File: config.mk
export PLATFORM = sky130hd
export DESIGN_NAME = audit_record_sieve_hash_top
export DESIGN_NICKNAME = d
export VERILOG_FILES = /design/src/arsh_pkg.sv /design/src/audit_record_sieve_hash_top.sv
export SDC_FILE = /design/constraint.sdc
export NUM_CORES = 1
export LEC_CHECK = 0
export BUFFER_PORTS_ARGS = -buffer_cell sky130_fd_sc_hd__buf_2
export CORE_MARGIN = 3
export CORE_UTILIZATION = 60
export DETAILED_ROUTE_END_ITERATION = 10
export MAX_ROUTING_LAYER = met4
export PLACE_DENSITY = 0.85
export REMOVE_ABC_BUFFERS = 1
export SLEW_MARGIN = 20
export SYNTH_ARGS = -nofsm -noshare
export SYNTH_HDL_FRONTEND = slang
export SYNTH_SLANG_ARGS = --single-unit
File: constraint.sdc
create_clock -name clk -period 7.2 [get_ports clk]
set_input_delay 0.72 -clock clk [delete_from_list [all_inputs] [get_ports clk]]
set_output_delay 0.72 -clock clk [all_outputs]
set_load 0.01 [all_outputs]
File: src/arsh_pkg.sv
// ---------------------------------------------------------------------------
// arsh_pkg - shared types and constants for the audit record sieve hash
// Byte codes, register indexes, configuration widths and parse phases.
// ---------------------------------------------------------------------------
`default_nettype none

package arsh_pkg;

    localparam int unsigned MAX_FIELDS_DEF = 25;
    localparam int unsigned IDX_W          = 6;
    localparam int unsigned HASH_W         = 64;
    localparam int unsigned BYTE_W         = 8;
    localparam int unsigned TYPE_W         = 16;

    localparam int unsigned SYSCALL_MASK_W = 25;
    localparam int unsigned CWD_MASK_W     = 1;
    localparam int unsigned PATH_MASK_W    = 8;

    localparam int unsigned CFG_IDX_W      = 3;
    localparam int unsigned CFG_DATA_W     = 25;

    localparam logic [HASH_W-1:0] SEED_HASH  = 64'd5381;
    // seed already multiplied by 33
    localparam logic [HASH_W-1:0] SEED_MIXED = (SEED_HASH << 5) + SEED_HASH;

    localparam logic [BYTE_W-1:0] BYTE_SPACE  = 8'h20;
    localparam logic [BYTE_W-1:0] BYTE_EQUALS = 8'h3D;

    localparam logic [TYPE_W-1:0]         SYSCALL_TYPE_RST = 16'd1300;
    localparam logic [TYPE_W-1:0]         CWD_TYPE_RST     = 16'd1307;
    localparam logic [TYPE_W-1:0]         PATH_TYPE_RST    = 16'd1302;
    localparam logic [SYSCALL_MASK_W-1:0] SYSCALL_MASK_RST = 25'd13038958;
    localparam logic [CWD_MASK_W-1:0]     CWD_MASK_RST     = 1'b1;
    localparam logic [PATH_MASK_W-1:0]    PATH_MASK_RST    = 8'd118;

    typedef enum logic [CFG_IDX_W-1:0] {
        CFG_SYSCALL_TYPE = 3'd0,
        CFG_CWD_TYPE     = 3'd1,
        CFG_PATH_TYPE    = 3'd2,
        CFG_SYSCALL_MASK = 3'd3,
        CFG_CWD_MASK     = 3'd4,
        CFG_PATH_MASK    = 3'd5
    } cfg_index_t;

    typedef enum logic [1:0] {
        PH_PREFIX = 2'd0,
        PH_SPACES = 2'd1,
        PH_NAME   = 2'd2,
        PH_VALUE  = 2'd3
    } parse_phase_t;

endpackage

`default_nettype wire

File: src/audit_record_sieve_hash_top.sv
// ---------------------------------------------------------------------------
// audit_record_sieve_hash_top - sieved multiply-by-33 xor hash of audit records
// Streams a record one byte per request and returns one 64-bit hash per record.
// ---------------------------------------------------------------------------
// The block takes one byte per cycle on the input channel: every request is
// folded into the record state in the cycle it is accepted, with one shift-and-
// add (hash*33) and one xor between the state registers, so a byte may follow
// in the very next cycle. The request that carries last_byte produces one
// hash on the output channel; no other request produces anything. Results
// sit in a two-entry output queue, so the input keeps accepting while one
// hash waits to be taken; the input stalls only while both entries are held.
// The last byte's hash is registered into the queue. The parser skips
// the record prefix up to the first space, hashes field names, and hashes a
// field's value only when the field's bit is set in the mask that the record
// type selected. The six registers on the configuration port are always
// ready; write them only while no record is in flight.
`default_nettype none

module audit_record_sieve_hash_top
    import arsh_pkg::*;
#(
    parameter int unsigned MAX_FIELDS = MAX_FIELDS_DEF
)
(
    input  wire logic                  clk,
    input  wire logic                  rst_n,

    input  wire logic                  in_valid,
    output logic                       in_ready,
    input  wire logic [BYTE_W-1:0]     char_byte,
    input  wire logic [TYPE_W-1:0]     record_type,
    input  wire logic                  first_byte,
    input  wire logic                  last_byte,

    output logic                       out_valid,
    input  wire logic                  out_ready,
    output logic [HASH_W-1:0]          record_hash,

    input  wire logic                  cfg_valid,
    output logic                       cfg_ready,
    input  wire logic [CFG_IDX_W-1:0]  cfg_index,
    input  wire logic [CFG_DATA_W-1:0] cfg_data
);

    // only fields below both the parameter and the widest mask can be kept
    localparam int unsigned MASK_W = (MAX_FIELDS < SYSCALL_MASK_W) ? MAX_FIELDS
                                                                   : SYSCALL_MASK_W;
    localparam logic [IDX_W-1:0] IDX_LIMIT = IDX_W'(MASK_W);
    localparam logic [IDX_W-1:0] IDX_MAX   = {IDX_W{1'b1}};

    // configuration registers
    logic [TYPE_W-1:0]         syscall_type_reg;
    logic [TYPE_W-1:0]         cwd_type_reg;
    logic [TYPE_W-1:0]         path_type_reg;
    logic [SYSCALL_MASK_W-1:0] syscall_mask_reg;
    logic [CWD_MASK_W-1:0]     cwd_mask_reg;
    logic [PATH_MASK_W-1:0]    path_mask_reg;

    // record state
    logic [HASH_W-1:0]         hash_reg,  hash_next;
    parse_phase_t              phase_reg, phase_next;
    logic [IDX_W-1:0]          idx_reg,   idx_next;
    logic [MASK_W-1:0]         mask_reg,  mask_next;
    logic                      keep_reg,  keep_next;

    // output queue
    logic [HASH_W-1:0]         queue_reg [2];
    logic                      wr_ptr_reg, rd_ptr_reg;
    logic [1:0]                count_reg,  count_next;

    // effective state for this request, after a first byte restarts it
    logic [HASH_W-1:0]         cur_hash;
    parse_phase_t              cur_phase;
    logic [IDX_W-1:0]          cur_idx;
    logic [MASK_W-1:0]         cur_mask;
    logic                      cur_keep;
    logic [SYSCALL_MASK_W-1:0] sel_mask;
    logic [MASK_W-1:0]         mask_shift;
    logic [HASH_W-1:0]         folded;
    logic [HASH_W-1:0]         new_hash;
    parse_phase_t              new_phase;
    logic [IDX_W-1:0]          new_idx;
    logic                      new_keep;
    logic                      is_space, is_equals, name_step;
    logic                      in_acc, push, pop;

    assign in_acc    = in_valid && in_ready;
    assign push      = in_acc && last_byte;
    assign pop       = out_valid && out_ready;
    assign in_ready  = !count_reg[1];
    assign out_valid = (count_reg != 2'd0);
    assign cfg_ready = 1'b1;
    assign record_hash = queue_reg[rd_ptr_reg];

    assign is_space  = (char_byte == BYTE_SPACE);
    assign is_equals = (char_byte == BYTE_EQUALS);

    // configuration writes; unknown indexes fall through untouched
    always_ff @(posedge clk or negedge rst_n)
    begin
        if (!rst_n)
        begin
            syscall_type_reg <= SYSCALL_TYPE_RST;
            cwd_type_reg     <= CWD_TYPE_RST;
            path_type_reg    <= PATH_TYPE_RST;
            syscall_mask_reg <= SYSCALL_MASK_RST;
            cwd_mask_reg     <= CWD_MASK_RST;
            path_mask_reg    <= PATH_MASK_RST;
        end
        else if (cfg_valid && cfg_ready)
        begin
            case (cfg_index)
                CFG_SYSCALL_TYPE: syscall_type_reg <= cfg_data[TYPE_W-1:0];
                CFG_CWD_TYPE:     cwd_type_reg     <= cfg_data[TYPE_W-1:0];
                CFG_PATH_TYPE:    path_type_reg    <= cfg_data[TYPE_W-1:0];
                CFG_SYSCALL_MASK: syscall_mask_reg <= cfg_data[SYSCALL_MASK_W-1:0];
                CFG_CWD_MASK:     cwd_mask_reg     <= cfg_data[CWD_MASK_W-1:0];
                CFG_PATH_MASK:    path_mask_reg    <= cfg_data[PATH_MASK_W-1:0];
                default:          ;
            endcase
        end
    end

    // pick the field mask; syscall wins over cwd, cwd over path
    always_comb
    begin
        if (record_type == syscall_type_reg)
            sel_mask = syscall_mask_reg;
        else if (record_type == cwd_type_reg)
            sel_mask = SYSCALL_MASK_W'(cwd_mask_reg);
        else if (record_type == path_type_reg)
            sel_mask = SYSCALL_MASK_W'(path_mask_reg);
        else
            sel_mask = '0;
    end

    // a first byte restarts the record before the byte itself is parsed
    always_comb
    begin
        if (first_byte)
        begin
            cur_hash  = SEED_MIXED ^ HASH_W'(record_type);
            cur_phase = PH_PREFIX;
            cur_idx   = '0;
            cur_mask  = sel_mask[MASK_W-1:0];
            cur_keep  = 1'b0;
        end
        else
        begin
            cur_hash  = hash_reg;
            cur_phase = phase_reg;
            cur_idx   = idx_reg;
            cur_mask  = mask_reg;
            cur_keep  = keep_reg;
        end
    end

    // parse phase: next state only
    always_comb
    begin
        new_phase = cur_phase;
        case (cur_phase)
            PH_PREFIX:
            begin
                if (is_space)
                    new_phase = PH_SPACES;
            end
            PH_SPACES:
            begin
                if (!is_space)
                    new_phase = is_equals ? PH_VALUE : PH_NAME;
            end
            PH_NAME:
            begin
                if (is_equals)
                    new_phase = PH_VALUE;
            end
            PH_VALUE:
            begin
                if (is_space)
                    new_phase = PH_NAME;
            end
            default:
            begin
                new_phase = PH_PREFIX;
            end
        endcase
    end

    // hash, field index and keep flag for this byte
    always_comb
    begin
        // the first non-space after the prefix is already a name byte
        name_step  = (cur_phase == PH_NAME) || ((cur_phase == PH_SPACES) && !is_space);
        folded     = ((cur_hash << 5) + cur_hash) ^ {{(HASH_W-BYTE_W){char_byte[BYTE_W-1]}},
                                                    char_byte};
        mask_shift = cur_mask >> cur_idx;
        new_hash   = cur_hash;
        new_idx    = cur_idx;
        new_keep   = cur_keep;
        if (name_step)
        begin
            if (is_equals)
            begin
                new_keep = (cur_idx < IDX_LIMIT) && mask_shift[0];
                if (cur_idx != IDX_MAX)
                    new_idx = cur_idx + 1'b1;
            end
            else
            begin
                new_hash = folded;
            end
        end
        else if ((cur_phase == PH_VALUE) && !is_space && cur_keep)
        begin
            new_hash = folded;
        end
    end

    // advance the record state, or clear it when the last byte is accepted
    always_comb
    begin
        hash_next  = hash_reg;
        phase_next = phase_reg;
        idx_next   = idx_reg;
        mask_next  = mask_reg;
        keep_next  = keep_reg;
        if (in_acc)
        begin
            if (last_byte)
            begin
                hash_next  = '0;
                phase_next = PH_PREFIX;
                idx_next   = '0;
                mask_next  = '0;
                keep_next  = 1'b0;
            end
            else
            begin
                hash_next  = new_hash;
                phase_next = new_phase;
                idx_next   = new_idx;
                mask_next  = cur_mask;
                keep_next  = new_keep;
            end
        end
    end

    always_ff @(posedge clk or negedge rst_n)
    begin
        if (!rst_n)
        begin
            hash_reg  <= '0;
            phase_reg <= PH_PREFIX;
            idx_reg   <= '0;
            mask_reg  <= '0;
            keep_reg  <= 1'b0;
        end
        else
        begin
            hash_reg  <= hash_next;
            phase_reg <= phase_next;
            idx_reg   <= idx_next;
            mask_reg  <= mask_next;
            keep_reg  <= keep_next;
        end
    end

    // output queue: hold up to two finished hashes
    always_comb
    begin
        count_next = count_reg;
        if (push && !pop)
            count_next = count_reg + 2'd1;
        else if (pop && !push)
            count_next = count_reg - 2'd1;
    end

    always_ff @(posedge clk or negedge rst_n)
    begin
        if (!rst_n)
        begin
            wr_ptr_reg <= 1'b0;
            rd_ptr_reg <= 1'b0;
            count_reg  <= 2'd0;
        end
        else
        begin
            count_reg <= count_next;
            if (push)
                wr_ptr_reg <= !wr_ptr_reg;
            if (pop)
                rd_ptr_reg <= !rd_ptr_reg;
        end
    end

    always_ff @(posedge clk)
    begin
        if (push)
            queue_reg[wr_ptr_reg] <= new_hash;
    end

endmodule

`default_nettype wire

==> summary.txt <==
GRT
  – Total GRT Usage: 30.1%
  – Largest net degree at the start of global routing: 111
  – Vias in the first global route: 15.0k
  – Global-route wire length before repair: 79.2 mm
  – Initial antenna violation count: 1
  – Grt total ovfl: 0

Synth
  – FF+latch count, synth: 312
  – Yosys top cell by area: edfxtp_1
  – Ys async rst share: 59.0%
  – Synth warn: 0
  – Dominant synthesized flop cell: dfrtp_1
  – Top cell type's share of synthesized area: 20.2%
  – Largest family of logic cells by synthesized area: compound AO/OA/AOI/OAI gates
  – Synthesized area: 19000 µm²
  – EDFF count, synth: 128
  – Post-synthesis xor/xnor area fraction: 9.61%
  – Area contributors post-synth: edfxtp_1, dfrtp_1, mux2_2, xnor2_1, dfstp_2
  – Adder-Cell Fraction of Synth Area: 3.16%
  – Mux cell area share after synthesis: 10.5%
  – Post-synthesis sequential area ratio: 44.6%
  – Synth Area in Simple Gates: 13.0%
  – Compound-gate portion of the synthesized area: 15.8%
  – Syn avg cell area: 10.2 µm²
  – Netlist cell types: 98
  – Mapped Cells: 1860

STA
  – Max-slew violation count: 0
  – Setup TNS: 0 ns
  – Max Freq: 0.214 GHz
  – Max transition margin: 27.0%
  – Worst Max-Slew Pin Slew: 1.09 ns
  – Final period util: 64.9%
  – RSZ-0062 raised after global routing: no
  – Min cycle time layout: 4.67 ns
  – Final hold vios: 0
  – Clock Skews: 0.0190 ns
  – Setup-failing EPs final: 0

CTS
  – Clock-pin slew on the worst setup and hold paths: 0.06 ns
  – Setup bufs post-CTS: 0
  – Clock sinks: 312
  – Cts hold-fix bufs: 0
  – CTS buffer count: 34
  – CTS tree: yes
  – Post-CTS Resized: 0
  – Clk buf depth: 3
  – H-tree levels: 2
  – CTS root buf: clkbuf_16
  – Later-pin clock latency in the skew report: 0.51 ns

Routing
  – 1st-iter DRT viols: 1002
  – DRT Pass-1 Iters: 6
  – Vias/cell: 6.34
  – Wire length per cell: 21.5 µm
  – Antenna-violating nets left: 0
  – # DRC: 0
  – Routed via count: 14.8k
  – DRT Wirelength: 50.2 mm

Power and ir drop
  – Switching part of the total: 30.5%
  – Comb pwr share: 26.5%
  – Sequential share of power: 42.2%
  – Internal: 3.83 mW
  – PD cells: 263 nW/µm²
  – Lkg Pwr: 8.29 nW
  – Peak VDD IR: 0.000226 V
  – Switching Power: 1.68 mW
  – Clk pwr share: 31.3%

Finish
  – Max FFs per register: 128
  – Area Overhead vs Synth: 10.1%
  – Fill cells: 2318
  – Fin area: 21000 µm²
  – Nets: 2017
  – Layout cell share with drive strength beyond 1: 22.3%

Setup path
  – Worst Reg-to-Reg Cells: 15
  – FF-to-FF Start: hash_reg[5]
  – Slowest stage delay, CP: 0.66 ns
  – CP Max Fanout: 58
  – Slowest CP cell: o41ai_1
  – R2r endpoint: queue_reg[0][29]
  – CP cell instances: buf_4 -> buf_4 -> mux2i_1 -> inv_1 -> ha_1 -> nand3_1 -> nand2_1 -> a311oi_4 -> o311a_4 -> o21a_4 -> o41ai_1 -> a211oi_1 -> o21ai_1 -> o41ai_1 -> a41oi_1
  – CP required: 7.51 ns
  – Crit path launch: first_byte
  – Flop2flop setup slack: 3.17 ns
  – Crit path to: queue_reg[0][60]
  – Critical path type: in -> reg
  – Arrival @ worst endpoint: 4.98 ns
  – CP startpoint kind: input pin
  – Capturing element type of the critical path: flip-flop

Floorplan
  – Core area: 30900 µm²
  – Die Y: 184 µm
  – Die area: 33900 µm²
  – Die Width: 184 µm
  – IO Pins: 126
  – Starting Density: 61.6%
  – Num rows: 64

Worst hold path
  – Worst min path class: in -> async

Placement
  – Port bufs: 124
  – Final GP Congestion: 0.970
  – Dpl hpwl: 34.5 mm
  – Area after DPL: 19800 µm²

Status
  – Status: complete, no violations

Run
  – Max Cap Viol: 0
==> synth_stat cells (all sizes together), types with 22 or more instances <==
cell type,number
nand2,162
mux2,160
xnor2,154
dfrtp,148
edfxtp,128
nor2,124
a21oi,123
o21ai,121
clkbuf,99
xor2,53
nor2b,47
ha,44
nor3,39
dfstp,36
a22o,29
buf,29
a21o,28
a31oi,26
and3,24
nand4,24
inv,22
nand3,22
==> logic make-up (layout without fill, tap and decap cells) <==
| family | count (synthesis) | count (layout) |
|---|---|---|
| AOI/OAI and AO/OA | 456 | 456 |
| xor gates and xnor gates | 207 | 207 |
| adders and majority gates | 48 | 48 |
| buffers and inverters | 150 | 228 |
| DFF | 312 | 312 |
| muxes | 175 | 175 |
| other | 1 | 2 |
| and+or+nand+nor | 511 | 511 |
==> worst min-delay path by stage <==
stage	to	slack, ns	start
global route	cwd_type_reg[11]	0.43	rst_n
detailed placement	hash_reg[61]	0.46	hash_reg[61]
floorplan	count_reg[0]	0.42	rst_n
CTS	path_type_reg[5]	0.40	rst_n
finish	cwd_type_reg[7]	0.35	rst_n
global placement	hash_reg[41]	0.45	hash_reg[41]
==> worst max-delay path: cells and delay by family <==
family / cells / cell delay, ns
compound gates: 8 / 2.33
simple gates: 2 / 0.21
fa+ha+maj: 1 / 0.29
mux: 1 / 0.33
buf+inv: 3 / 1.01
==> stage by stage <==
stage | hold slack [ns] | setup WS [ns] | power (mW) | instances | util [%]
finish | 0.346 | 2.53 | 5.51 | 2335 | 67.8
global placement | 0.454 | 2.31 | 3.77 | 2272 | 64.2
global route | 0.427 | 2.34 | 5.77 | 2335 | 67.8
floorplan | 0.424 | 1.97 | 3.32 | 1732 | -
CTS | 0.403 | 2.64 | 5.55 | 2333 | 67.7
detailed placement | 0.464 | 2.12 | 3.81 | 2272 | 64.2
==> power by group through the flow <==
stage                     clock (mW)  combinational [mW]  sequential [mW]
after CTS                       1.75                1.47             2.33
after global routing            1.82                1.59             2.36
after global placement             0                1.43             2.34
final                           1.72                1.46             2.33
after detailed placement           0                1.45             2.36
after floorplan                    0               0.996             2.33
==> cells in the final DEF, fill, tap and decap left out, types with 6 or more instances in the layout <==
cell	netlist	routed
a22oi_1	7	7
nor4_1	12	12
or3_1	10	10
a31oi_1	26	26
dfrtp_1	148	147
o21ai_0	102	101
a22o_1	29	29
o41ai_1	6	6
o21ai_1	19	20
o31ai_1	10	9
nand2b_1	10	10
nor2b_1	47	47
xnor2_1	153	153
inv_1	21	21
nor2_1	124	121
dfstp_2	36	36
a211oi_1	9	9
clkbuf_16	0	35
nand2_1	162	161
mux2i_1	11	11
clkbuf_1	99	7
o21a_1	18	18
o211ai_1	9	9
a21boi_1	7	7
a21oi_1	121	121
mux2_2	159	159
nand3_1	22	22
a21o_1	27	27
xor2_1	52	52
ha_1	44	44
or2_2	6	6
nand4_1	24	24
buf_2	16	121
and3_1	24	23
nand3b_1	6	6
buf_4	5	22
nor3_1	37	37
edfxtp_1	128	128
==> area by class of cell <==
cell class / count / area [µm²] / area share [%]
clock inverters: 17 / 174 / 0.830
repair buffers: 145 / 793 / 3.79
clock buffers: 44 / 930 / 4.44
flip-flops and latches: 312 / 8490 / 40.5
inverters: 22 / 82.6 / 0.394
multi-input cells: 1398 / 9980 / 47.6
well taps: 396 / 495 / 2.37
diodes: 1 / 2.50 / 0.0119
==> per-layer routing <==
layer	wire length, µm	vias up	GRT usage [%]	share of wire [%]
li1	-	6849	-	-
met1	20200	7225	37.7	40
met2	24300	578	49.4	48
met3	3520	155	4.56	7.0
met4	2160	0	12.4	4.3
met5	0	-	-	0
Note: power is estimated with default switching activity, not from simulation.
